[src/hw/rtl/lea_pkg.sv]
`timescale 1ns / 1ps
`default_nettype none

package lea_pkg;

  localparam int unsigned TIME_W     = 32;
  localparam int unsigned ID_W       = 16;
  localparam int unsigned IP_W       = 32;
  localparam int unsigned SEQ_W      = 63;
  localparam int unsigned ROLE_W     = 2;
  localparam int unsigned REQ_W      = 3;
  localparam int unsigned NEED_W     = 5;
  localparam int unsigned CFG_IDX_W  = 3;
  localparam int unsigned CFG_DATA_W = 32;

  localparam int unsigned BURST_DEPTH_DEF = 16;

  // Request codes
  localparam logic [REQ_W-1:0] REQ_LOCAL   = 3'd0;
  localparam logic [REQ_W-1:0] REQ_CURSOR  = 3'd1;
  localparam logic [REQ_W-1:0] REQ_CLAIM   = 3'd2;
  localparam logic [REQ_W-1:0] REQ_SERVER  = 3'd3;
  localparam logic [REQ_W-1:0] REQ_CLIENT  = 3'd4;
  localparam logic [REQ_W-1:0] REQ_NEXTSEQ = 3'd5;

  // Roles
  localparam logic [ROLE_W-1:0] ROLE_INIT   = 2'd0;
  localparam logic [ROLE_W-1:0] ROLE_SERVER = 2'd1;
  localparam logic [ROLE_W-1:0] ROLE_CLIENT = 2'd2;

  // Register indexes
  localparam logic [CFG_IDX_W-1:0] CFG_SELF_ID        = 3'd0;
  localparam logic [CFG_IDX_W-1:0] CFG_SELF_COOLDOWN  = 3'd1;
  localparam logic [CFG_IDX_W-1:0] CFG_CLAIM_COOLDOWN = 3'd2;
  localparam logic [CFG_IDX_W-1:0] CFG_WINDOW         = 3'd3;
  localparam logic [CFG_IDX_W-1:0] CFG_WINDOW_HERE    = 3'd4;
  localparam logic [CFG_IDX_W-1:0] CFG_NEEDED         = 3'd5;
  localparam logic [CFG_IDX_W-1:0] CFG_NEEDED_HERE    = 3'd6;

  // Register reset values
  localparam logic [ID_W-1:0]   SELF_ID_RST        = 16'd0;
  localparam logic [TIME_W-1:0] SELF_COOLDOWN_RST  = 32'd2000;
  localparam logic [TIME_W-1:0] CLAIM_COOLDOWN_RST = 32'd2000;
  localparam logic [TIME_W-1:0] WINDOW_RST         = 32'd1000;
  localparam logic [TIME_W-1:0] WINDOW_HERE_RST    = 32'd1000;
  localparam logic [NEED_W-1:0] NEEDED_RST         = 5'd3;
  localparam logic [NEED_W-1:0] NEEDED_HERE_RST    = 5'd1;

  localparam logic [SEQ_W-1:0] SEQ_MAX = {SEQ_W{1'b1}};

  typedef struct packed {
    logic [REQ_W-1:0]  req_type;
    logic [TIME_W-1:0] now_ms;
    logic              cursor_here;
    logic [ID_W-1:0]   sender_id;
    logic [IP_W-1:0]   sender_ip;
    logic [IP_W-1:0]   sender_lan;
    logic [SEQ_W-1:0]  claim_seq;
    logic [IP_W-1:0]   server_ip;
  } evt_t;

  typedef struct packed {
    logic              promote_now;
    logic              claim_follow;
    logic [SEQ_W-1:0]  seq_value;
    logic [ROLE_W-1:0] current_role;
  } rsp_t;

  typedef struct packed {
    logic push;
    logic pop;
    logic clear;
  } ring_cmd_t;

endpackage

`default_nettype wire

[src/hw/rtl/lea_ring.sv]
`timescale 1ns / 1ps
`default_nettype none

// Ring of recent input times; the oldest entry is presented registered.
module lea_ring #(
  parameter int unsigned DEPTH = lea_pkg::BURST_DEPTH_DEF,
  localparam int unsigned PTR_W  = (DEPTH > 1) ? $clog2(DEPTH) : 1,
  localparam int unsigned FILL_W = $clog2(DEPTH + 1),
  localparam int unsigned SUM_W  = PTR_W + 1
) (
  input  wire logic                      clk,
  input  wire logic                      rst,
  input  wire lea_pkg::ring_cmd_t        cmd,
  input  wire logic [lea_pkg::TIME_W-1:0] wr_time,
  output logic [FILL_W-1:0]              fill,
  output logic [lea_pkg::TIME_W-1:0]     head_time
);

  logic [lea_pkg::TIME_W-1:0] mem [DEPTH];

  logic [PTR_W-1:0]  head;
  logic [PTR_W-1:0]  head_next;
  logic [FILL_W-1:0] fill_next;
  logic [PTR_W-1:0]  head_inc;
  logic [PTR_W-1:0]  tail;
  logic [SUM_W-1:0]  tail_sum;
  logic              full;

  assign full     = (fill == FILL_W'(DEPTH));
  assign head_inc = (head == PTR_W'(DEPTH - 1)) ? '0 : head + 1'b1;
  assign tail_sum = SUM_W'(head) + SUM_W'(fill);
  assign tail     = (tail_sum >= SUM_W'(DEPTH)) ? PTR_W'(tail_sum - SUM_W'(DEPTH))
                                                : PTR_W'(tail_sum);

  always_comb begin
    head_next = head;
    fill_next = fill;
    if (cmd.clear) begin
      fill_next = '0;
    end else if (cmd.pop && (fill != '0)) begin
      head_next = head_inc;
      fill_next = fill - 1'b1;
    end else if (cmd.push) begin
      // full: overwrite the oldest and advance past it
      if (full) begin
        head_next = head_inc;
      end else begin
        fill_next = fill + 1'b1;
      end
    end
  end

  always_ff @(posedge clk) begin
    if (rst) begin
      head <= '0;
      fill <= '0;
    end else begin
      head <= head_next;
      fill <= fill_next;
    end
  end

  always_ff @(posedge clk) begin
    if (cmd.push && !cmd.clear) begin
      mem[tail] <= wr_time;
    end
    head_time <= mem[head_next];
  end

  a_fill_bound : assert property (@(posedge clk) disable iff (rst)
    fill <= FILL_W'(DEPTH))
    else $error("ring fill above depth");

  a_clear_empties : assert property (@(posedge clk) disable iff (rst)
    cmd.clear |=> (fill == '0))
    else $error("ring not empty after clear");

  a_cmd_exclusive : assert property (@(posedge clk) disable iff (rst)
    $onehot0({cmd.push, cmd.pop, cmd.clear}))
    else $error("ring commands overlap");

endmodule

`default_nettype wire

[src/hw/rtl/leader_election_arbiter.sv]
`timescale 1ns / 1ps
`default_nettype none

// Every event passes through EXEC and DONE before rsp_valid, except an admitted local
// input, which passes EXEC, PRUNE, STORE and DONE; PRUNE drops the stale times, at
// most BURST_DEPTH, one ring entry per cycle through the shared elapsed comparator.
// Throughput: one item at a time; the next item is taken once the result sits in
// the output register. Synchronous active-high reset sets role init, empty ring,
// sequence zero and registers to their defaults; ring contents are left as they are.
module leader_election_arbiter #(
  parameter int unsigned BURST_DEPTH = lea_pkg::BURST_DEPTH_DEF
) (
  input  wire logic                           clk,
  input  wire logic                           rst,
  // event channel
  input  wire logic                           evt_valid,
  output logic                                evt_stall,
  input  wire lea_pkg::evt_t                  evt,
  // result channel
  output logic                                rsp_valid,
  input  wire logic                           rsp_stall,
  output lea_pkg::rsp_t                       rsp,
  // configuration
  input  wire logic                           cfg_we,
  input  wire logic [lea_pkg::CFG_IDX_W-1:0]  cfg_index,
  input  wire logic [lea_pkg::CFG_DATA_W-1:0] cfg_data
);

  localparam int unsigned FILL_W = $clog2(BURST_DEPTH + 1);
  localparam int unsigned CMP_W  = (FILL_W > lea_pkg::NEED_W) ? FILL_W : lea_pkg::NEED_W;

  typedef enum logic [2:0] {
    ST_IDLE,
    ST_EXEC,
    ST_PRUNE,
    ST_STORE,
    ST_DONE
  } state_t;

  state_t state;

  // configuration registers
  logic [lea_pkg::ID_W-1:0]   self_id;
  logic [lea_pkg::TIME_W-1:0] self_cooldown_ms;
  logic [lea_pkg::TIME_W-1:0] claim_cooldown_ms;
  logic [lea_pkg::TIME_W-1:0] burst_window_ms;
  logic [lea_pkg::TIME_W-1:0] burst_window_here_ms;
  logic [lea_pkg::NEED_W-1:0] burst_needed;
  logic [lea_pkg::NEED_W-1:0] burst_needed_here;

  // arbiter state
  logic [lea_pkg::ROLE_W-1:0] node_role;
  logic [lea_pkg::TIME_W-1:0] last_switch_ms;
  logic                       has_switched;
  logic                       cursor_flag;
  logic [lea_pkg::IP_W-1:0]   followed_ip;
  logic [lea_pkg::SEQ_W-1:0]  seq_high;

  // item being worked on and its partial result
  lea_pkg::evt_t              item;
  logic                       res_promote;
  logic                       res_follow;
  logic [lea_pkg::SEQ_W-1:0]  res_seq;

  // ring
  lea_pkg::ring_cmd_t         ring_cmd;
  logic [FILL_W-1:0]          ring_fill;
  logic [lea_pkg::TIME_W-1:0] ring_head_time;
  logic                       ring_empty;
  logic                       ring_full;

  // shared elapsed-time unit: (a - b) mod 2^32 against c
  logic [lea_pkg::TIME_W-1:0] cu_b;
  logic [lea_pkg::TIME_W-1:0] cu_c;
  logic [lea_pkg::TIME_W-1:0] cu_elapsed;
  logic                       cu_lt;
  logic                       cu_gt;

  logic [lea_pkg::TIME_W-1:0] window_sel;
  logic [lea_pkg::NEED_W-1:0] needed_sel;
  logic                       cool_block;
  logic                       is_server;
  logic                       is_client;
  logic [CMP_W-1:0]           fill_after;
  logic                       burst_hit;
  logic                       cursor_change;
  logic                       heartbeat;
  logic [lea_pkg::SEQ_W-1:0]  seq_inc;
  logic                       evt_take;
  logic                       rsp_free;

  assign evt_stall = (state != ST_IDLE);
  assign evt_take  = evt_valid && !evt_stall;
  assign rsp_free  = !rsp_valid || !rsp_stall;

  assign is_server  = (node_role == lea_pkg::ROLE_SERVER);
  assign is_client  = (node_role == lea_pkg::ROLE_CLIENT);
  assign window_sel = cursor_flag ? burst_window_here_ms : burst_window_ms;
  assign needed_sel = cursor_flag ? burst_needed_here : burst_needed;

  // Steer the unit: ring pruning in PRUNE, cooldown check otherwise.
  always_comb begin
    if (state == ST_PRUNE) begin
      cu_b = ring_head_time;
      cu_c = window_sel;
    end else begin
      cu_b = last_switch_ms;
      // a fresh server guards claims with the claim cooldown
      cu_c = ((item.req_type == lea_pkg::REQ_CLAIM) && is_server) ? claim_cooldown_ms
                                                                  : self_cooldown_ms;
    end
  end

  assign cu_elapsed = item.now_ms - cu_b;
  assign cu_lt      = (cu_elapsed < cu_c);
  assign cu_gt      = (cu_elapsed > cu_c);
  // never switched: cooldowns pass
  assign cool_block = has_switched && cu_lt;

  assign ring_empty = (ring_fill == '0);
  assign ring_full  = (ring_fill == FILL_W'(BURST_DEPTH));
  // count after storing the new time; a full ring drops its oldest first
  assign fill_after = ring_full ? CMP_W'(ring_fill) : CMP_W'(ring_fill) + 1'b1;
  assign burst_hit  = (fill_after >= CMP_W'(needed_sel));

  assign cursor_change = (item.cursor_here != cursor_flag);
  assign heartbeat     = is_client && ((followed_ip == item.sender_ip) ||
                                       (followed_ip == item.sender_lan));
  assign seq_inc       = (seq_high == lea_pkg::SEQ_MAX) ? seq_high : seq_high + 1'b1;

  // Ring commands from the sequencer.
  always_comb begin
    ring_cmd = '0;
    case (state)
      ST_EXEC: begin
        case (item.req_type)
          lea_pkg::REQ_CURSOR: ring_cmd.clear = cursor_change;
          lea_pkg::REQ_SERVER,
          lea_pkg::REQ_CLIENT: ring_cmd.clear = 1'b1;
          default: ring_cmd = '0;
        endcase
      end
      ST_PRUNE: ring_cmd.pop = !ring_empty && cu_gt;
      ST_STORE: begin
        ring_cmd.clear = burst_hit;
        ring_cmd.push  = !burst_hit;
      end
      default: ring_cmd = '0;
    endcase
  end

  lea_ring #(
    .DEPTH(BURST_DEPTH)
  ) u_ring (
    .clk      (clk),
    .rst      (rst),
    .cmd      (ring_cmd),
    .wr_time  (item.now_ms),
    .fill     (ring_fill),
    .head_time(ring_head_time)
  );

  // Configuration writes.
  always_ff @(posedge clk) begin
    if (rst) begin
      self_id              <= lea_pkg::SELF_ID_RST;
      self_cooldown_ms     <= lea_pkg::SELF_COOLDOWN_RST;
      claim_cooldown_ms    <= lea_pkg::CLAIM_COOLDOWN_RST;
      burst_window_ms      <= lea_pkg::WINDOW_RST;
      burst_window_here_ms <= lea_pkg::WINDOW_HERE_RST;
      burst_needed         <= lea_pkg::NEEDED_RST;
      burst_needed_here    <= lea_pkg::NEEDED_HERE_RST;
    end else if (cfg_we) begin
      case (cfg_index)
        lea_pkg::CFG_SELF_ID:        self_id              <= cfg_data[lea_pkg::ID_W-1:0];
        lea_pkg::CFG_SELF_COOLDOWN:  self_cooldown_ms     <= cfg_data[lea_pkg::TIME_W-1:0];
        lea_pkg::CFG_CLAIM_COOLDOWN: claim_cooldown_ms    <= cfg_data[lea_pkg::TIME_W-1:0];
        lea_pkg::CFG_WINDOW:         burst_window_ms      <= cfg_data[lea_pkg::TIME_W-1:0];
        lea_pkg::CFG_WINDOW_HERE:    burst_window_here_ms <= cfg_data[lea_pkg::TIME_W-1:0];
        lea_pkg::CFG_NEEDED:         burst_needed         <= cfg_data[lea_pkg::NEED_W-1:0];
        lea_pkg::CFG_NEEDED_HERE:    burst_needed_here    <= cfg_data[lea_pkg::NEED_W-1:0];
        default: ;
      endcase
    end
  end

  // Item payload and partial result: no reset needed.
  always_ff @(posedge clk) begin
    if (evt_take) begin
      item        <= evt;
      res_promote <= 1'b0;
      res_follow  <= 1'b0;
      res_seq     <= '0;
    end else begin
      case (state)
        ST_EXEC: begin
          case (item.req_type)
            lea_pkg::REQ_CLAIM:
              res_follow <= (item.sender_id != self_id) && !cool_block && !heartbeat;
            lea_pkg::REQ_NEXTSEQ: res_seq <= seq_inc;
            default: ;
          endcase
        end
        ST_STORE: res_promote <= burst_hit;
        default: ;
      endcase
    end
  end

  // Sequencer, arbiter state and output register.
  always_ff @(posedge clk) begin
    if (rst) begin
      state          <= ST_IDLE;
      node_role      <= lea_pkg::ROLE_INIT;
      last_switch_ms <= '0;
      has_switched   <= 1'b0;
      cursor_flag    <= 1'b0;
      followed_ip    <= '0;
      seq_high       <= '0;
      rsp_valid      <= 1'b0;
    end else begin
      // drop the result once taken, unless the next one replaces it now
      if (rsp_valid && !rsp_stall && (state != ST_DONE)) begin
        rsp_valid <= 1'b0;
      end
      case (state)
        ST_IDLE: begin
          if (evt_take) begin
            state <= ST_EXEC;
          end
        end
        ST_EXEC: begin
          state <= ST_DONE;
          case (item.req_type)
            lea_pkg::REQ_LOCAL: begin
              // a server ignores local bursts; cooldown blocks promotion
              if (!is_server && !cool_block) begin
                state <= ST_PRUNE;
              end
            end
            lea_pkg::REQ_CURSOR: cursor_flag <= item.cursor_here;
            lea_pkg::REQ_CLAIM: begin
              if (item.claim_seq > seq_high) begin
                seq_high <= item.claim_seq;
              end
            end
            lea_pkg::REQ_SERVER: begin
              node_role      <= lea_pkg::ROLE_SERVER;
              followed_ip    <= '0;
              last_switch_ms <= item.now_ms;
              has_switched   <= 1'b1;
              cursor_flag    <= 1'b0;
            end
            lea_pkg::REQ_CLIENT: begin
              node_role      <= lea_pkg::ROLE_CLIENT;
              followed_ip    <= item.server_ip;
              last_switch_ms <= item.now_ms;
              has_switched   <= 1'b1;
              cursor_flag    <= 1'b0;
            end
            lea_pkg::REQ_NEXTSEQ: seq_high <= seq_inc;
            default: ;
          endcase
        end
        ST_PRUNE: begin
          // advance past stale times from the oldest end; stop at the first fresh one
          if (ring_empty || !cu_gt) begin
            state <= ST_STORE;
          end
        end
        ST_STORE: state <= ST_DONE;
        ST_DONE: begin
          // hold until the output register is free
          if (rsp_free) begin
            rsp_valid         <= 1'b1;
            rsp.promote_now   <= res_promote;
            rsp.claim_follow  <= res_follow;
            rsp.seq_value     <= res_seq;
            rsp.current_role  <= node_role;
            state             <= ST_IDLE;
          end
        end
        default: state <= ST_IDLE;
      endcase
    end
  end

  // Once elected or following, the node never returns to init.
  a_role_sticky : assert property (@(posedge clk) disable iff (rst)
    (node_role != lea_pkg::ROLE_INIT) |=> (node_role != lea_pkg::ROLE_INIT))
    else $error("role fell back to init");

  // The highest sequence seen only grows.
  a_seq_monotonic : assert property (@(posedge clk) disable iff (rst)
    !$past(rst) |-> (seq_high >= $past(seq_high)))
    else $error("sequence went backwards");

  // A server never reports a promotion.
  a_no_server_promote : assert property (@(posedge clk) disable iff (rst)
    (rsp_valid && rsp.promote_now) |-> (rsp.current_role != lea_pkg::ROLE_SERVER))
    else $error("promotion reported while server");

  // The ring is only pruned while an admitted local input is in work.
  a_prune_local : assert property (@(posedge clk) disable iff (rst)
    (state == ST_PRUNE) |-> (item.req_type == lea_pkg::REQ_LOCAL) && !is_server)
    else $error("pruning outside a local input");

endmodule

`default_nettype wire
[config.mk]
export PLATFORM = sky130hd
export DESIGN_NAME = leader_election_arbiter
export DESIGN_NICKNAME = d
export VERILOG_FILES = /design/src/hw/rtl/lea_pkg.sv /design/src/hw/rtl/lea_ring.sv /design/src/hw/rtl/leader_election_arbiter.sv
export SDC_FILE = /design/constraint.sdc
export NUM_CORES = 2
export LEC_CHECK = 0
export BUFFER_PORTS_ARGS = -buffer_cell sky130_fd_sc_hd__buf_2
export CAP_MARGIN = 20
export CORE_MARGIN = 4
export CORE_UTILIZATION = 61
export DETAILED_ROUTE_END_ITERATION = 8
export PLACE_DENSITY = 0.8
export SYNTH_ARGS = -nofsm -noshare
export SYNTH_HDL_FRONTEND = slang
export SYNTH_SLANG_ARGS = --single-unit
[constraint.sdc]
create_clock -name clk -period 8.95 [get_ports clk]
set_input_delay 0.895 -clock clk [delete_from_list [all_inputs] [get_ports clk]]
set_output_delay 0.895 -clock clk [all_outputs]
set_load 0.02 [all_outputs]
==> run_results.csv <==
group,metric,value,unit
die,dieArea,86700,sq um
outcome,status,"finished, final reports clean",
die,pin_count,320,
grt,groute.usage.overall,29.4,%
clock_tree,cts_setup_buffers,0,
logic_synthesis,syn_area_per_cell,10.9,sq um
grt,grt_max_degree,145,
setup_path,crit_top_cell,"nor2_1",
finish,area_growth,13.6,%
logic_synthesis,synth_common_cells,"nand2_1 (1046), edfxtp_1 (790), nand3_1 (485)",
clock_tree,cts_sinks,1185,
setup_path,critPathTopFamily,"simple AND/OR/NAND/NOR gates",
route,first_iter_violations,4239,
logic_synthesis,ys_ff_latch,1185,
clock_tree,clkTransAtPathRegs,0.06,ns
sta,rsz0062_at_grt,"no",
min_path,hold_path.class,"input pin to register",
clock_tree,cts_tree,"built",
sta,holdWs,0.379,ns
logic_synthesis,synthArstFlopShare,0,%
route,viasPerCell,6.12,
die,core_region_area,80900,sq um
die,dieHeight,295,microns
grt,grt_antenna_before_repair,11,
route,drt_wl_total,131000,microns
clock_tree,postCtsHoldBufs,0,
sta,hold_viol_final,0,
clock_tree,cts_resized,0,
route,first_pass_iters,6,
sta,post-route-period-util,89.1,%
route,detail_route.wl_per_cell,21.8,microns
sta,max-slew-margin-rel,28.1,%
finish,nFillCells,5541,
route,via_count,36697,
grt,overflow,0,
route,drcViolationCount,0,
logic_synthesis,synth_top_cell_by_area,"edfxtp_1",
sta,min_period,7.97,ns
setup_path,cp_num_buf_inv,1,
die,die_w,295,microns
power_and_ir_drop,vdd_drop_max,167,uV
logic_synthesis,synthTopCellsByArea,"edfxtp_1 (47%), dfxtp_1 (16%), nand2_1 (7.8%)",
placed_design,hpwlAfterDp,78600,microns
clock_tree,cts_max_level,3,
placed_design,io_buffers,319,
setup_path,cp-start-kind,"register",
finish,layout.nets,5215,
sta,clock_skew,0.0284,ns
logic_synthesis,synth_most_common_cell,"nand2_1",
sta,fmax,125,MHz
sta,finalSetupViolations,0,
setup_path,arrival,8.58,ns
logic_synthesis,ys.flop_type,"edfxtp_1",
die,num_rows,104,
grt,grt_pass1_vias,34927,
grt,grt_pass1_wl,199000,microns
logic_synthesis,ys_seq_area_share,63.2,%
logic_synthesis,netlist.area_leader.share,47.4,%
setup_path,critical_path.max_stage_delay,0.59,ns
logic_synthesis,synth.distinct_cells,79,
route,postRouteAntennaNets,0,
clock_tree,cts_buffers,115,
logic_synthesis,synth_warnings,0,
die,initial_core_util,61.9,%
sta,maxSlewViolCount,0,
setup_path,crit_required,9.56,ns
sta,tightest_slew,1.08,ns
job,drv_cap,0,
power_and_ir_drop,cellLeakagePower,20.8,nW
sta,fin_setup_tns,0,ns
finish,drive_gt1_share,13.5,%
clock_tree,insertion_delay,0.69,ns
setup_path,cp_max_fo,24,
clock_tree,cts_root_buffer,"clkbuf_16",
logic_synthesis,synth_cells,4582,
logic_synthesis,synth_edf_count,790,
logic_synthesis,synth_area,50100,sq um
placed_design,place.gp.congestion,0.904,
setup_path,critPathSlowestCell,"a22oi_1",
logic_synthesis,syn_nets,4973,
setup_path,critPathKind,"register to register",
power_and_ir_drop,powerDensity,207,nW/um^2
clock_tree,cts_buffer_depth,3,
setup_path,worstSetupEndpointType,"register",
through the flow:
step	utilization (%)	setup slack, ns	cells	area (sq um)	power, W
detailed placement	65.3	1.10	5766	52800	0.00682
global placement	65.3	1.42	5766	52800	0.00679
finish	70.3	0.978	5996	56900	0.0118
global route	70.3	0.462	5995	56900	0.0121
floorplan	-	1.33	4582	50100	0.00658
CTS	70.2	1.01	5984	56800	0.0118
state kept, by name, indices dropped and copies added (netlist names), 16 cells and up:
name                  cells
u_ring.mem              512
item                    211
rsp                      67
res_seq                  63
seq_high                 63
burst_window_here_ms     32
burst_window_ms          32
claim_cooldown_ms        32
followed_ip              32
last_switch_ms           32
self_cooldown_ms         32
u_ring.head_time         32
self_id                  16
placed cells by master (no fill, tap or decap), types with 14 or more instances in the layout:
master     count
nand3_1      483
nor2b_1       18
clkbuf_1      25
nor2_4        16
xnor2_1       90
a211o_1       23
a21o_1        41
buf_4         55
edfxtp_1     790
clkbuf_8      14
a22oi_1       37
nor3_1        51
nand2_1     1044
bufinv_16     15
dfxtp_1      394
a21oi_1      301
inv_1         82
a211oi_1      72
buf_2        318
o21ai_0       69
nand4_1       76
xor2_1        92
mux2_2        34
o32ai_1       31
clkbuf_16    117
mux2i_1       46
nor2_1       202
ha_1         138
nor4_1        31
kinds of logic (layout without fill, tap and decap cells):
| kind of cell | after synthesis | in the layout | synth area share (%) |
|---|---|---|---|
| fa+ha+maj | 140 | 140 | 3.53 |
| buf+inv | 344 | 687 | 2.70 |
| xor+xnor | 182 | 182 | 3.18 |
| compound gates | 641 | 641 | 8.04 |
| other cells | 0 | 11 | 0 |
| mux | 84 | 84 | 1.77 |
| simple gates | 2006 | 2006 | 17.6 |
| flops | 1185 | 1185 | 63.2 |
area by class of cell:
cell class	instances	area (sq um)	area share, %
diodes	11	27.5	0.0484
clock buffers	155	3200	5.63
clock inverters	63	798	1.40
inverters	83	312	0.548
multi-input cells	3053	17300	30.5
flip-flops and latches	1185	31600	55.6
well taps	1060	1330	2.33
repair buffers	386	2270	3.98
worst paths after layout:
| path | from | endpoint | slack (ns) | depth (start not counted) |
|---|---|---|---|---|
| min | evt[65] | item[65] | 0.38 | 1 |
| max | state[2] | u_ring.head_time[26] | 0.98 | 27 |
| min reg2reg | res_seq[21] | rsp[23] | 0.41 | 0 |
| max reg2reg | state[2] | u_ring.head_time[26] | 0.98 | 27 |
where the power goes:
group | internal, W | switching [W] | total, W
combinational | 0.000240 | 0.000405 | 0.000645
sequential | 0.00598 | 0.000107 | 0.00608
clock | 0.00295 | 0.00208 | 0.00503
total | 0.00917 | 0.00259 | 0.0118
metal layers:
layer | part of all wire [%] | track usage (%) | up-vias
met5 | 0 | 0 | -
met2 | 47 | 47.1 | 1962
met3 | 9.7 | 4.54 | 321
met1 | 39 | 40.4 | 17566
met4 | 4.0 | 12.5 | 0
li1 | - | - | 16848
Note: power is estimated with default switching activity, not from simulation.
